### config.mk
export PLATFORM = sky130hd
export DESIGN_NAME = pid_filtered_derivative_unit
export DESIGN_NICKNAME = d
export VERILOG_FILES = /design/src/sv/pfd_pkg.sv /design/src/sv/pfd_mul.sv /design/src/sv/pid_filtered_derivative_unit.sv
export SDC_FILE = /design/constraint.sdc
export NUM_CORES = 2
export LEC_CHECK = 0
export BUFFER_PORTS_ARGS = -buffer_cell sky130_fd_sc_hd__clkbuf_2
export CORE_MARGIN = 2
export CORE_UTILIZATION = 59
export DETAILED_ROUTE_END_ITERATION = 12
export PLACE_DENSITY = 0.78
export RECOVER_POWER = 100
export SKIP_LAST_GASP = 1
export SLEW_MARGIN = 20
export SYNTH_ARGS = -nofsm -noshare
export SYNTH_HDL_FRONTEND = slang
export SYNTH_SLANG_ARGS = --single-unit
### constraint.sdc
create_clock -name clk -period 8.55 [get_ports clk]
set_input_delay 1.71 -clock clk [delete_from_list [all_inputs] [get_ports clk]]
set_output_delay 1.71 -clock clk [all_outputs]
set_load 0.05 [all_outputs]
### src/sv/pfd_pkg.sv
`default_nettype none
package pfd_pkg;

	localparam int DIGIT_BITS = 16;
	localparam int ALPHA_FRAC = 16;
	localparam int ALPHA_WIDTH = 17;
	localparam logic [ALPHA_WIDTH-1:0] ALPHA_ONE = 17'h10000;

	localparam int CFG_INDEX_WIDTH = 3;

	typedef enum logic [CFG_INDEX_WIDTH-1:0] {
		CFG_PROP_GAIN   = 3'd0,
		CFG_INTEG_GAIN  = 3'd1,
		CFG_DERIV_GAIN  = 3'd2,
		CFG_TARGET      = 3'd3,
		CFG_OUT_LOW     = 3'd4,
		CFG_OUT_HIGH    = 3'd5,
		CFG_SMOOTH_COEF = 3'd6
	} cfg_index_t;

endpackage
`default_nettype wire

### src/sv/pfd_mul.sv
`default_nettype none
module pfd_mul #(
	parameter int A_WIDTH = 33,
	parameter int B_WIDTH = 34,
	localparam int NumDigits = (B_WIDTH + pfd_pkg::DIGIT_BITS - 1) / pfd_pkg::DIGIT_BITS,
	localparam int P_WIDTH = A_WIDTH + NumDigits * pfd_pkg::DIGIT_BITS
) (
	input  wire logic                      clk,
	input  wire logic                      arst_n,
	input  wire logic                      start,
	input  wire logic signed [A_WIDTH-1:0] a,
	input  wire logic signed [B_WIDTH-1:0] b,
	output logic                           done,
	output logic signed [P_WIDTH-1:0]      product
);
	import pfd_pkg::*;

	localparam int BX_WIDTH = NumDigits * DIGIT_BITS;
	localparam int CNT_WIDTH = $clog2(NumDigits + 1);
	localparam int PP_WIDTH = A_WIDTH + DIGIT_BITS + 1;

	logic signed [A_WIDTH-1:0]  a_q;
	logic signed [BX_WIDTH-1:0] b_q;
	logic signed [P_WIDTH-1:0]  acc_q;
	logic [CNT_WIDTH-1:0]       cnt_q;
	logic                       first_q;
	logic                       busy_q;
	logic                       done_q;

	logic signed [DIGIT_BITS:0] digit;
	logic signed [PP_WIDTH-1:0] partial;
	logic signed [P_WIDTH-1:0]  acc_next;

	// The multiplier is consumed one 16-bit digit per cycle, most significant digit first.
	// Only the top digit carries the sign.
	always_comb begin
		digit = {first_q ? b_q[BX_WIDTH-1] : 1'b0, b_q[BX_WIDTH-1 -: DIGIT_BITS]};
		partial = a_q * digit;
		acc_next = (acc_q <<< DIGIT_BITS) + P_WIDTH'(partial);
	end

	always_ff @(posedge clk or negedge arst_n) begin
		if (!arst_n) begin
			a_q <= '0;
			b_q <= '0;
			acc_q <= '0;
			cnt_q <= '0;
			first_q <= 1'b0;
			busy_q <= 1'b0;
			done_q <= 1'b0;
		end else begin
			done_q <= 1'b0;
			if (start) begin
				a_q <= a;
				b_q <= BX_WIDTH'(b);
				acc_q <= '0;
				cnt_q <= CNT_WIDTH'(NumDigits);
				first_q <= 1'b1;
				busy_q <= 1'b1;
			end else if (busy_q) begin
				acc_q <= acc_next;
				b_q <= b_q <<< DIGIT_BITS;
				first_q <= 1'b0;
				cnt_q <= cnt_q - CNT_WIDTH'(1);
				if (cnt_q == CNT_WIDTH'(1)) begin
					busy_q <= 1'b0;
					done_q <= 1'b1;
				end
			end
		end
	end

	assign done = done_q;
	assign product = acc_q;

endmodule
`default_nettype wire

### src/sv/pid_filtered_derivative_unit.sv
// PID controller with a smoothed derivative term and integral anti-windup.
// Each request on the measurement channel carries one sample; the block answers
// with exactly one request on the drive channel, in order.
// Both channels use valid and ready. The block takes a new measurement only when
// its sequencer is idle; a finished drive value sits in an output register, so the
// next measurement may be taken while the previous drive value is still pending.
// One sample runs ERR, four multiplies and two short add steps on a single shared
// digit-serial multiplier, which takes NumDigits digits of 16 bits per multiply,
// where NumDigits is ceil((DATA_WIDTH + 2) / 16). The next measurement is taken
// only after the sequencer has finished the sample and returned to idle.
// If the receiver stalls, the drive value holds and the last sequencer step waits
// until the output register is free.
// Configuration is written through cfg_write_en, cfg_index and cfg_data while idle;
// the user must keep to that, as the block itself does not enforce it. Reset clears
// the integral, the previous error and the smoothed derivative, sets the gains,
// target and smoothing weight to zero and opens the output limits fully.
`default_nettype none
module pid_filtered_derivative_unit #(
	parameter int DATA_WIDTH = 32,
	parameter int FRAC_BITS = 16,
	localparam int CfgWidth = (DATA_WIDTH > pfd_pkg::ALPHA_WIDTH) ? DATA_WIDTH :
		pfd_pkg::ALPHA_WIDTH
) (
	input  wire logic                                  clk,
	input  wire logic                                  arst_n,
	input  wire logic                                  cfg_write_en,
	input  wire logic [pfd_pkg::CFG_INDEX_WIDTH-1:0]   cfg_index,
	input  wire logic [CfgWidth-1:0]                   cfg_data,
	input  wire logic                                  measurement_valid,
	output logic                                       measurement_ready,
	input  wire logic signed [DATA_WIDTH-1:0]          measurement,
	output logic                                       drive_valid,
	input  wire logic                                  drive_ready,
	output logic signed [DATA_WIDTH-1:0]               drive
);
	import pfd_pkg::*;

	localparam int W = DATA_WIDTH;
	localparam int A_WIDTH = W + 1;
	localparam int B_WIDTH = W + 2;
	localparam int NumDigits = (B_WIDTH + DIGIT_BITS - 1) / DIGIT_BITS;
	localparam int P_WIDTH = A_WIDTH + NumDigits * DIGIT_BITS;
	localparam logic signed [W-1:0] VAL_MIN = {1'b1, {(W-1){1'b0}}};
	localparam logic signed [W-1:0] VAL_MAX = {1'b0, {(W-1){1'b1}}};

	typedef enum logic [3:0] {
		ST_IDLE,
		ST_ERR,
		ST_PGO,
		ST_PWAIT,
		ST_IGO,
		ST_IWAIT,
		ST_IACC,
		ST_SGO,
		ST_SWAIT,
		ST_DGO,
		ST_DWAIT,
		ST_SUM
	} state_t;

	logic signed [W-1:0]           prop_gain_q;
	logic signed [W-1:0]           integ_gain_q;
	logic signed [W-1:0]           deriv_gain_q;
	logic signed [W-1:0]           target_q;
	logic signed [W-1:0]           out_low_q;
	logic signed [W-1:0]           out_high_q;
	logic [ALPHA_WIDTH-1:0]        smooth_coef_q;

	state_t                        state_q;
	logic signed [W-1:0]           meas_q;
	logic signed [W-1:0]           err_q;
	logic signed [W-1:0]           draw_q;
	logic signed [W-1:0]           pterm_q;
	logic signed [W-1:0]           term_q;
	logic signed [W-1:0]           integ_acc_q;
	logic signed [W-1:0]           last_error_q;
	logic signed [W-1:0]           smoothed_q;
	logic signed [W-1:0]           drive_q;
	logic                          valid_q;

	logic                          mul_start;
	logic signed [A_WIDTH-1:0]     mul_a;
	logic signed [B_WIDTH-1:0]     mul_b;
	logic                          mul_done;
	logic signed [P_WIDTH-1:0]     mul_product;

	logic [ALPHA_WIDTH-1:0]        alpha_eff;
	logic signed [P_WIDTH-1:0]     prod_shifted;
	logic signed [W-1:0]           prod_sat;
	logic signed [P_WIDTH-1:0]     prod_alpha;
	logic signed [W-1:0]           smoothed_next;
	logic signed [W-1:0]           err_next;
	logic signed [W-1:0]           draw_next;
	logic signed [W-1:0]           integ_next;
	logic signed [W-1:0]           total_next;

	function automatic logic signed [W-1:0] sat1(input logic signed [W:0] x);
		logic signed [W-1:0] r;
		if (x[W] == x[W-1]) begin
			r = x[W-1:0];
		end else begin
			r = x[W] ? VAL_MIN : VAL_MAX;
		end
		return r;
	endfunction

	function automatic logic signed [W-1:0] sat2(input logic signed [W+1:0] x);
		logic signed [W-1:0] r;
		if ((x[W+1] == x[W]) && (x[W] == x[W-1])) begin
			r = x[W-1:0];
		end else begin
			r = x[W+1] ? VAL_MIN : VAL_MAX;
		end
		return r;
	endfunction

	function automatic logic signed [W-1:0] limit(input logic signed [W-1:0] x,
			input logic signed [W-1:0] lo, input logic signed [W-1:0] hi);
		logic signed [W-1:0] r;
		if (x < lo) begin
			r = lo;
		end else if (x > hi) begin
			r = hi;
		end else begin
			r = x;
		end
		return r;
	endfunction

	always_ff @(posedge clk or negedge arst_n) begin
		if (!arst_n) begin
			prop_gain_q <= '0;
			integ_gain_q <= '0;
			deriv_gain_q <= '0;
			target_q <= '0;
			out_low_q <= VAL_MIN;
			out_high_q <= VAL_MAX;
			smooth_coef_q <= '0;
		end else if (cfg_write_en) begin
			case (cfg_index)
				CFG_PROP_GAIN: begin
					prop_gain_q <= cfg_data[W-1:0];
				end
				CFG_INTEG_GAIN: begin
					integ_gain_q <= cfg_data[W-1:0];
				end
				CFG_DERIV_GAIN: begin
					deriv_gain_q <= cfg_data[W-1:0];
				end
				CFG_TARGET: begin
					target_q <= cfg_data[W-1:0];
				end
				CFG_OUT_LOW: begin
					out_low_q <= cfg_data[W-1:0];
				end
				CFG_OUT_HIGH: begin
					out_high_q <= cfg_data[W-1:0];
				end
				CFG_SMOOTH_COEF: begin
					smooth_coef_q <= cfg_data[ALPHA_WIDTH-1:0];
				end
				default: begin
				end
			endcase
		end
	end

	always_comb begin
		alpha_eff = (smooth_coef_q > ALPHA_ONE) ? ALPHA_ONE : smooth_coef_q;

		mul_start = 1'b0;
		mul_a = '0;
		mul_b = '0;
		case (state_q)
			ST_PGO: begin
				mul_start = 1'b1;
				mul_a = A_WIDTH'(err_q);
				mul_b = B_WIDTH'(prop_gain_q);
			end
			ST_IGO: begin
				mul_start = 1'b1;
				mul_a = A_WIDTH'(err_q);
				mul_b = B_WIDTH'(integ_gain_q);
			end
			ST_SGO: begin
				mul_start = 1'b1;
				mul_a = A_WIDTH'(smoothed_q) - A_WIDTH'(draw_q);
				mul_b = B_WIDTH'(signed'({1'b0, alpha_eff}));
			end
			ST_DGO: begin
				mul_start = 1'b1;
				mul_a = A_WIDTH'(smoothed_q);
				mul_b = B_WIDTH'(deriv_gain_q);
			end
			default: begin
			end
		endcase

		prod_shifted = mul_product >>> FRAC_BITS;
		if ((&prod_shifted[P_WIDTH-1:W-1]) || !(|prod_shifted[P_WIDTH-1:W-1])) begin
			prod_sat = prod_shifted[W-1:0];
		end else begin
			prod_sat = prod_shifted[P_WIDTH-1] ? VAL_MIN : VAL_MAX;
		end

		// The smoothing sum is raw * 1.0 + alpha * (smoothed - raw), so only the
		// alpha product needs the multiplier; the result always fits the word.
		prod_alpha = mul_product >>> ALPHA_FRAC;
		smoothed_next = draw_q + prod_alpha[W-1:0];

		err_next = sat1((W+1)'(target_q) - (W+1)'(meas_q));
		draw_next = sat1((W+1)'(err_q) - (W+1)'(last_error_q));
		integ_next = limit(sat1((W+1)'(integ_acc_q) + (W+1)'(term_q)), out_low_q,
			out_high_q);
		total_next = limit(sat2((W+2)'(pterm_q) + (W+2)'(integ_acc_q) + (W+2)'(term_q)),
			out_low_q, out_high_q);
	end

	always_ff @(posedge clk or negedge arst_n) begin
		if (!arst_n) begin
			state_q <= ST_IDLE;
			meas_q <= '0;
			err_q <= '0;
			draw_q <= '0;
			pterm_q <= '0;
			term_q <= '0;
			integ_acc_q <= '0;
			last_error_q <= '0;
			smoothed_q <= '0;
			drive_q <= '0;
			valid_q <= 1'b0;
		end else begin
			if (valid_q && drive_ready && (state_q != ST_SUM)) begin
				valid_q <= 1'b0;
			end
			case (state_q)
				ST_IDLE: begin
					if (measurement_valid) begin
						meas_q <= measurement;
						state_q <= ST_ERR;
					end
				end
				ST_ERR: begin
					err_q <= err_next;
					state_q <= ST_PGO;
				end
				ST_PGO: begin
					state_q <= ST_PWAIT;
				end
				ST_PWAIT: begin
					if (mul_done) begin
						pterm_q <= prod_sat;
						state_q <= ST_IGO;
					end
				end
				ST_IGO: begin
					state_q <= ST_IWAIT;
				end
				ST_IWAIT: begin
					if (mul_done) begin
						term_q <= prod_sat;
						state_q <= ST_IACC;
					end
				end
				ST_IACC: begin
					integ_acc_q <= integ_next;
					draw_q <= draw_next;
					state_q <= ST_SGO;
				end
				ST_SGO: begin
					last_error_q <= err_q;
					state_q <= ST_SWAIT;
				end
				ST_SWAIT: begin
					if (mul_done) begin
						smoothed_q <= smoothed_next;
						state_q <= ST_DGO;
					end
				end
				ST_DGO: begin
					state_q <= ST_DWAIT;
				end
				ST_DWAIT: begin
					if (mul_done) begin
						term_q <= prod_sat;
						state_q <= ST_SUM;
					end
				end
				ST_SUM: begin
					if (!valid_q || drive_ready) begin
						drive_q <= total_next;
						valid_q <= 1'b1;
						state_q <= ST_IDLE;
					end
				end
				default: begin
					state_q <= ST_IDLE;
				end
			endcase
		end
	end

	pfd_mul #(
		.A_WIDTH(A_WIDTH),
		.B_WIDTH(B_WIDTH)
	) u_mul (
		.clk(clk),
		.arst_n(arst_n),
		.start(mul_start),
		.a(mul_a),
		.b(mul_b),
		.done(mul_done),
		.product(mul_product)
	);

	assign measurement_ready = (state_q == ST_IDLE);
	assign drive_valid = valid_q;
	assign drive = drive_q;

endmodule
`default_nettype wire

# Word level (Yosys, flattened, before mapping)
# Cells that the tools add are included.
# word_totals
regBits	669
inputBits	72
out_inout_bits	34
elab_cells	141
# classes
addsub	9
n_mul	1
order_cmp	5
n_eq_ne	30
muxes	43
n_reduce_logical	28
# ops
cell	n
$mux W32	14
$mux W81	2
$pmux W34 S4	1
$pmux W33 S3	1
$sub A32 B32 Y33	3
$mux W48	2
$add A81 B50 Y81	1
$add A32 B32 Y33	2
$gt A32 B32 Y1	2
$lt A32 B32 Y1	2
$mul A33 B17 Y50	1
$pmux W4 S12	1
$add A33 B32 Y34	1
$reduce_and A34 Y1	1
$reduce_or A34 Y1	1
$add A32 B32 Y32	1
$mux W4	6
$reduce_and A2 Y1	12
$gt A17 B17 Y1 const B	1
$mux W17	1
$eq A4 B3 Y1 const B	4
$eq A4 B4 Y1 const B	4
$mux W1	13
$eq A3 B3 Y1 const B	3
other kinds (20)	36

# Longest topological paths before layout
# depth
depth_word	8
ltp_mapped	35
mapped_depth_nobuf	32

# By module
# A second synthesis with hierarchy kept.
# unflattened
cells_unflattened	7582
hier_area_um2	69699.3
# modules_own_cells
module	n_inst	cells_per_inst	area_each_um2	seq_area_each_um2
pid_filtered_derivative_unit	1	3844	35552.8	12602.1
pfd_mul	1	3738	34146.5	4179.0

# Least setup slack after synthesis
# No wires, ideal clock.
# synth_timing
path_type	reg2reg
from	register u_mul.a_q[32]
to	register u_mul.acc_q[77] (netlist: u_mul.product[77])
setup_ps	135
t_arrival_ps	8203
required_time_ps	8415
setup_slack_ps	212
path_stages_with_launch	27
n_path_buf	1
synth_period_minus_slack_ps	8338
cell_sequence	dfrtp_1 -> clkbuf_1 -> nand2_1 -> inv_1 -> fa_1 -> fa_1 -> ha_1 -> inv_1 -> fa_1 -> inv_1 -> fa_1 -> inv_1 -> fa_1 -> inv_1 -> ha_1 -> a21o_1 -> a21o_1 -> a31oi_1 -> o21ai_0 -> a2111o_1 -> a21boi_0 -> a21boi_0 -> o31ai_1 -> a221oi_1 -> a31oi_1 -> xnor2_1 -> o21ai_0
# synth_via
elab_chain_cells	4
# synth_rtl
item	line_no	source
start, declared	pfd_mul.sv:22	logic signed [A_WIDTH-1:0] a_q;
start signal, assigned	pfd_mul.sv:44	a_q <= '0;
start signal, assigned	pfd_mul.sv:54	a_q <= a;
$mul A33 B17 Y50	pfd_mul.sv:38	partial = a_q * digit;
$add A81 B50 Y81	pfd_mul.sv:39	acc_next = (acc_q <<< DIGIT_BITS) + P_WIDTH'(partial);
$mux W81	pfd_mul.sv:60	end else if (busy_q) begin
$mux W81	pfd_mul.sv:53	if (start) begin
end signal, assigned	pfd_mul.sv:61	acc_q <= acc_next;
end, declared	pfd_mul.sv:24	logic signed [P_WIDTH-1:0] acc_q;
# Every way passes these cells. The select of a mux whose other input is x is not followed.
# A chain may end at the register's enable or synchronous reset.

# Worst setup path after layout
# layout_timing
from	register term_q[1]
to	register drive_q[0] (netlist: drive[0])
# layout_via
elab_chain_cells	7
word_cells_on_any_way	10
cone_classes	add/sub: 1; order compare: 2; eq/ne: 2; mux: 4; reduce/logical: 1
# layout_rtl
item	line_no	source
start, declared	pid_filtered_derivative_unit.sv:74	logic signed [W-1:0] term_q;
start signal, assigned	pid_filtered_derivative_unit.sv:261	term_q <= prod_sat;
start signal, assigned	pid_filtered_derivative_unit.sv:285	term_q <= prod_sat;
$add A33 B32 Y34 (*)	pid_filtered_derivative_unit.sv:215	total_next = limit(sat2((W+2)'(pterm_q) + (W+2)'(integ_acc_q) + (W+2)'(term_q)),
$eq A1 B1 Y1	pid_filtered_derivative_unit.sv:109	if ((x[W+1] == x[W]) && (x[W] == x[W-1])) begin
$logic_and A1 B1 Y1	pid_filtered_derivative_unit.sv:109	
$mux W32 (*)	pid_filtered_derivative_unit.sv:109	
$gt A32 B32 Y1	pid_filtered_derivative_unit.sv:122	end else if (x > hi) begin
$mux W32	pid_filtered_derivative_unit.sv:122	
$mux W32 (*)	pid_filtered_derivative_unit.sv:120	if (x < lo) begin
end signal, assigned	pid_filtered_derivative_unit.sv:291	drive_q <= total_next;
end, declared	pid_filtered_derivative_unit.sv:78	logic signed [W-1:0] drive_q;
# Every way passes the cells marked *; elsewhere a longest branch is shown, timed or not.

==> results.py <==
metrics = {
    "clock_network": {
        "clkTransAtPathRegs_ps": 60,
        "cts_max_path_buffers": 3,
        "cts_buffers": 74,
        "cts_max_level": 3,
        "ctsRootBufferMaster": "clkbuf_16",
        "cts_tree": "yes",
        "insertion_delay_ps": 680,
        "clkSinkCount": 669,
    },
    "floorplan": {
        "die_x_microns": 345,
        "fp-row-count": 125,
        "die_area_sq_mm": 0.119,
        "start_util": 0.593,
        "coreArea_sq_mm": 0.116,
        "die_y_microns": 345,
        "top_level_ports": 106,
    },
    "worst_hold_path": {
        "hold_class": "reg -> reg",
    },
    "detailed_routing": {
        "drtIter0Drc": 4770,
        "finalWirelength_microns": 191000,
        "via_count": 53800,
        "remaining_drc_errors": 0,
        "drtAntennaViolNets": 0,
        "vias_per_cell": 5.95,
        "first_pass_iters": 8,
        "avgRoutedWirePerCell_microns": 21.1,
    },
    "power": {
        "p_leak_nw": 37.4,
        "total_power_mw": 8.29,
        "cellPowerDensity_mw_per_mm2": 112,
        "peakVddDrop_mv": 0.271,
    },
    "logic_synthesis": {
        "synth-main-ff-cell": "dfrtp_1",
        "avgSynthCellArea_sq_um": 9.22,
        "synth-edff-count": 0,
        "synth_top_area_share": 0.232,
        "synth_cells": 7437,
        "synth.distinct_cells": 89,
        "synth.area.top_cells": "dfrtp_1 (23%), fa_1 (23%), ha_1 (9.6%)",
        "netlist_area_sq_mm": 0.0686,
        "synth_seq_cells": 669,
        "seq_area_frac_synth": 0.245,
        "synth-warning-count": 0,
        "synth-async-reset-ratio": 1.00,
        "syn_nets": 8816,
        "synth_top_cell_by_area": "dfrtp_1",
    },
    "cells_and_area": {
        "final_area_sq_mm": 0.0737,
        "drive_gt1_frac": 0.0884,
        "final_nets": 8831,
        "area_delta_synth_final_pct": 7.48,
        "largest_register_ffs": 81,
        "seq_area_sq_mm": 0.0168,
        "final_util": 0.637,
        "num-fill-cells": 9540,
        "instances_no_fill": 9038,
        "multiInputGateArea_sq_mm": 0.0461,
    },
    "sta": {
        "worst_pin_slew_ps": 5280,
        "hold_viol": 0,
        "fin_crit_sh": 0.964,
        "fmax_mhz": 121,
        "skew_ps": 73.4,
        "finalCriticalPeriod_ps": 8240,
        "relSlewSlack": -2.52,
        "slew_violations": 1191,
        "setup_violations": 0,
        "worst_slack_ps": 307,
    },
    "worst_setup_path": {
        "crit_top_cell": "inv_1",
        "slowest_delay_ps": 660,
        "cp_slowest_cell": "o31ai_1",
        "crit_path_end_kind": "register",
        "cp.buffers_inverters": 4,
        "worstSetupPathType": "reg -> reg",
        "worstPathArrival_ps": 8720,
        "worstPathMaxFanout": 61,
        "critPathLaunchType": "register",
        "crit_family": "compound AO/OA/AOI/OAI gates",
        "cp_data_required_time_ps": 9030,
    },
    "placed_design": {
        "routabilityCongestion": 0.991,
        "dp_hpwl_microns": 150000,
        "preCtsSetupSlack_ps": 305,
        "placed_cell_area_sq_mm": 0.0713,
        "dp_cells": 8900,
        "io_buffers": 105,
    },
    "global_routing": {
        "grt_use_total": 0.329,
        "grt_max_degree": 152,
        "grt_pass1_vias": 54500,
        "grt_pass1_wl_microns": 305000,
        "grt_overflow": 0,
        "antenna_found_initial": 3,
    },
    "run": {
        "maxCapViolCount": 22,
    },
    "outcome": {
        "status": "finished, violations left",
        "violations": "capacitance limit, slew limit",
    },
}
[stage by stage]
| step | hold WS (ps) | setup TNS (ps) |
|---|---|---|
| floorplan | 449 | 0 |
| global placement | 459 | 0 |
| detailed placement | 466 | 0 |
| CTS | 479 | 0 |
| global route | 493 | -0.925 |
| finish | 479 | 0 |
[cells in the mapped netlist, types with 19 or more instances]
master    instances
nor3_1           76
dfstp_2          32
and2_1          205
dfrtp_1         637
mux2_2          231
nand4_1          61
xnor2_1         134
a21boi_0         21
a21oi_1         434
a21o_1          161
nand3_1          81
mux2i_1         107
nor4_1           24
nand2b_1         52
nor2_1          412
maj3_1           31
a211o_1          19
fa_1            778
o22ai_1          25
and3_1           41
a222oi_1         52
inv_1          1194
o21bai_1         29
clkbuf_1        313
ha_1            529
a31oi_1          48
a221o_1          36
xor2_1           93
o211ai_1         23
a211oi_1         32
nand2_1         748
o21ai_0         430
o21a_1           50
nor2b_1          53
[final timing paths]
kind | cells after the start | slack [ps] | start | to
min reg2reg | 2 | 480 | u_mul.b_q[3] | u_mul.b_q[3]
min | 2 | 480 | u_mul.b_q[3] | u_mul.b_q[3]
max | 26 | 310 | term_q[1] | drive[0]
max in group asynchronous | 2 | 1140 | arst_n | u_mul.b_q[39]
max reg2reg | 26 | 310 | term_q[1] | drive[0]
min in group asynchronous | 1 | 2970 | arst_n | out_low_q[18]
[power by group]
part / internal, mW / switching (mW)
clock network: 1.98 / 1.47
logic: 0.522 / 0.738
registers: 3.41 / 0.169
[cell families after synthesis]
group / after synthesis / synth area share
AOI/OAI and AO/OA: 1509 / 0.138
and+or+nand+nor: 1821 / 0.122
xor gates and xnor gates: 227 / 0.0290
buffers and inverters: 1534 / 0.0841
adders and majority gates: 1338 / 0.328
DFF: 669 / 0.245
muxes: 339 / 0.0539
[layout make-up]
cell class	count	area share
antenna	1	0.0000339
clock buffer	99	0.0286
clock inverter	38	0.00735
inverter	1196	0.0609
multi-input combinational	5234	0.625
sequential	669	0.228
tap	1524	0.0259
timing repair buffer	277	0.0243
[placed cells by master, fill, tap and decap left out, drive strengths merged, types with 22 or more instances in the layout]
cell | synthesis | layout
a21o | 161 | 161
mux2 | 231 | 231
dfrtp | 637 | 637
a21oi | 435 | 435
nand2 | 748 | 748
nand3 | 81 | 81
a221o | 36 | 36
a21boi | 22 | 22
o21ai | 447 | 447
ha | 529 | 529
a31oi | 48 | 48
nor4 | 24 | 24
nor2 | 412 | 412
o211ai | 23 | 23
mux2i | 108 | 108
a222oi | 52 | 52
o22ai | 25 | 25
nor3 | 76 | 76
fa | 778 | 778
maj3 | 31 | 31
xnor2 | 134 | 134
nor2b | 53 | 53
inv | 1195 | 1196
o21a | 50 | 50
buf | 25 | 138
and3 | 41 | 41
o21bai | 29 | 29
nand2b | 52 | 52
xor2 | 93 | 93
a211oi | 33 | 33
dfstp | 32 | 32
clkbuf | 313 | 238
nand4 | 61 | 61
clkinv | 1 | 24
and2 | 205 | 205
[per-layer routing]
| layer | GRT usage | vias to the layer above | share of wire |
|---|---|---|---|
| met5 | 0 | - | 0.000052 |
| met4 | 0.109 | 2 | 0.038 |
| met3 | 0.0524 | 358 | 0.090 |
| met2 | 0.511 | 2381 | 0.45 |
| met1 | 0.473 | 26500 | 0.42 |
| li1 | - | 24500 | - |
[tightest hold or removal path, stage by stage, from the launching register on]
cell and delay, ps:
dfrtp_1 340, nand2_1 50, nand3_1 60
[timing repair]
action / CTS / global route
endpoints found under the setup margin: 0 / 11
hold buffers: 0 / 0
resized for setup: 0 / 15
buffers inserted: 0 / 0
Power figures use the tool's default switching activity.
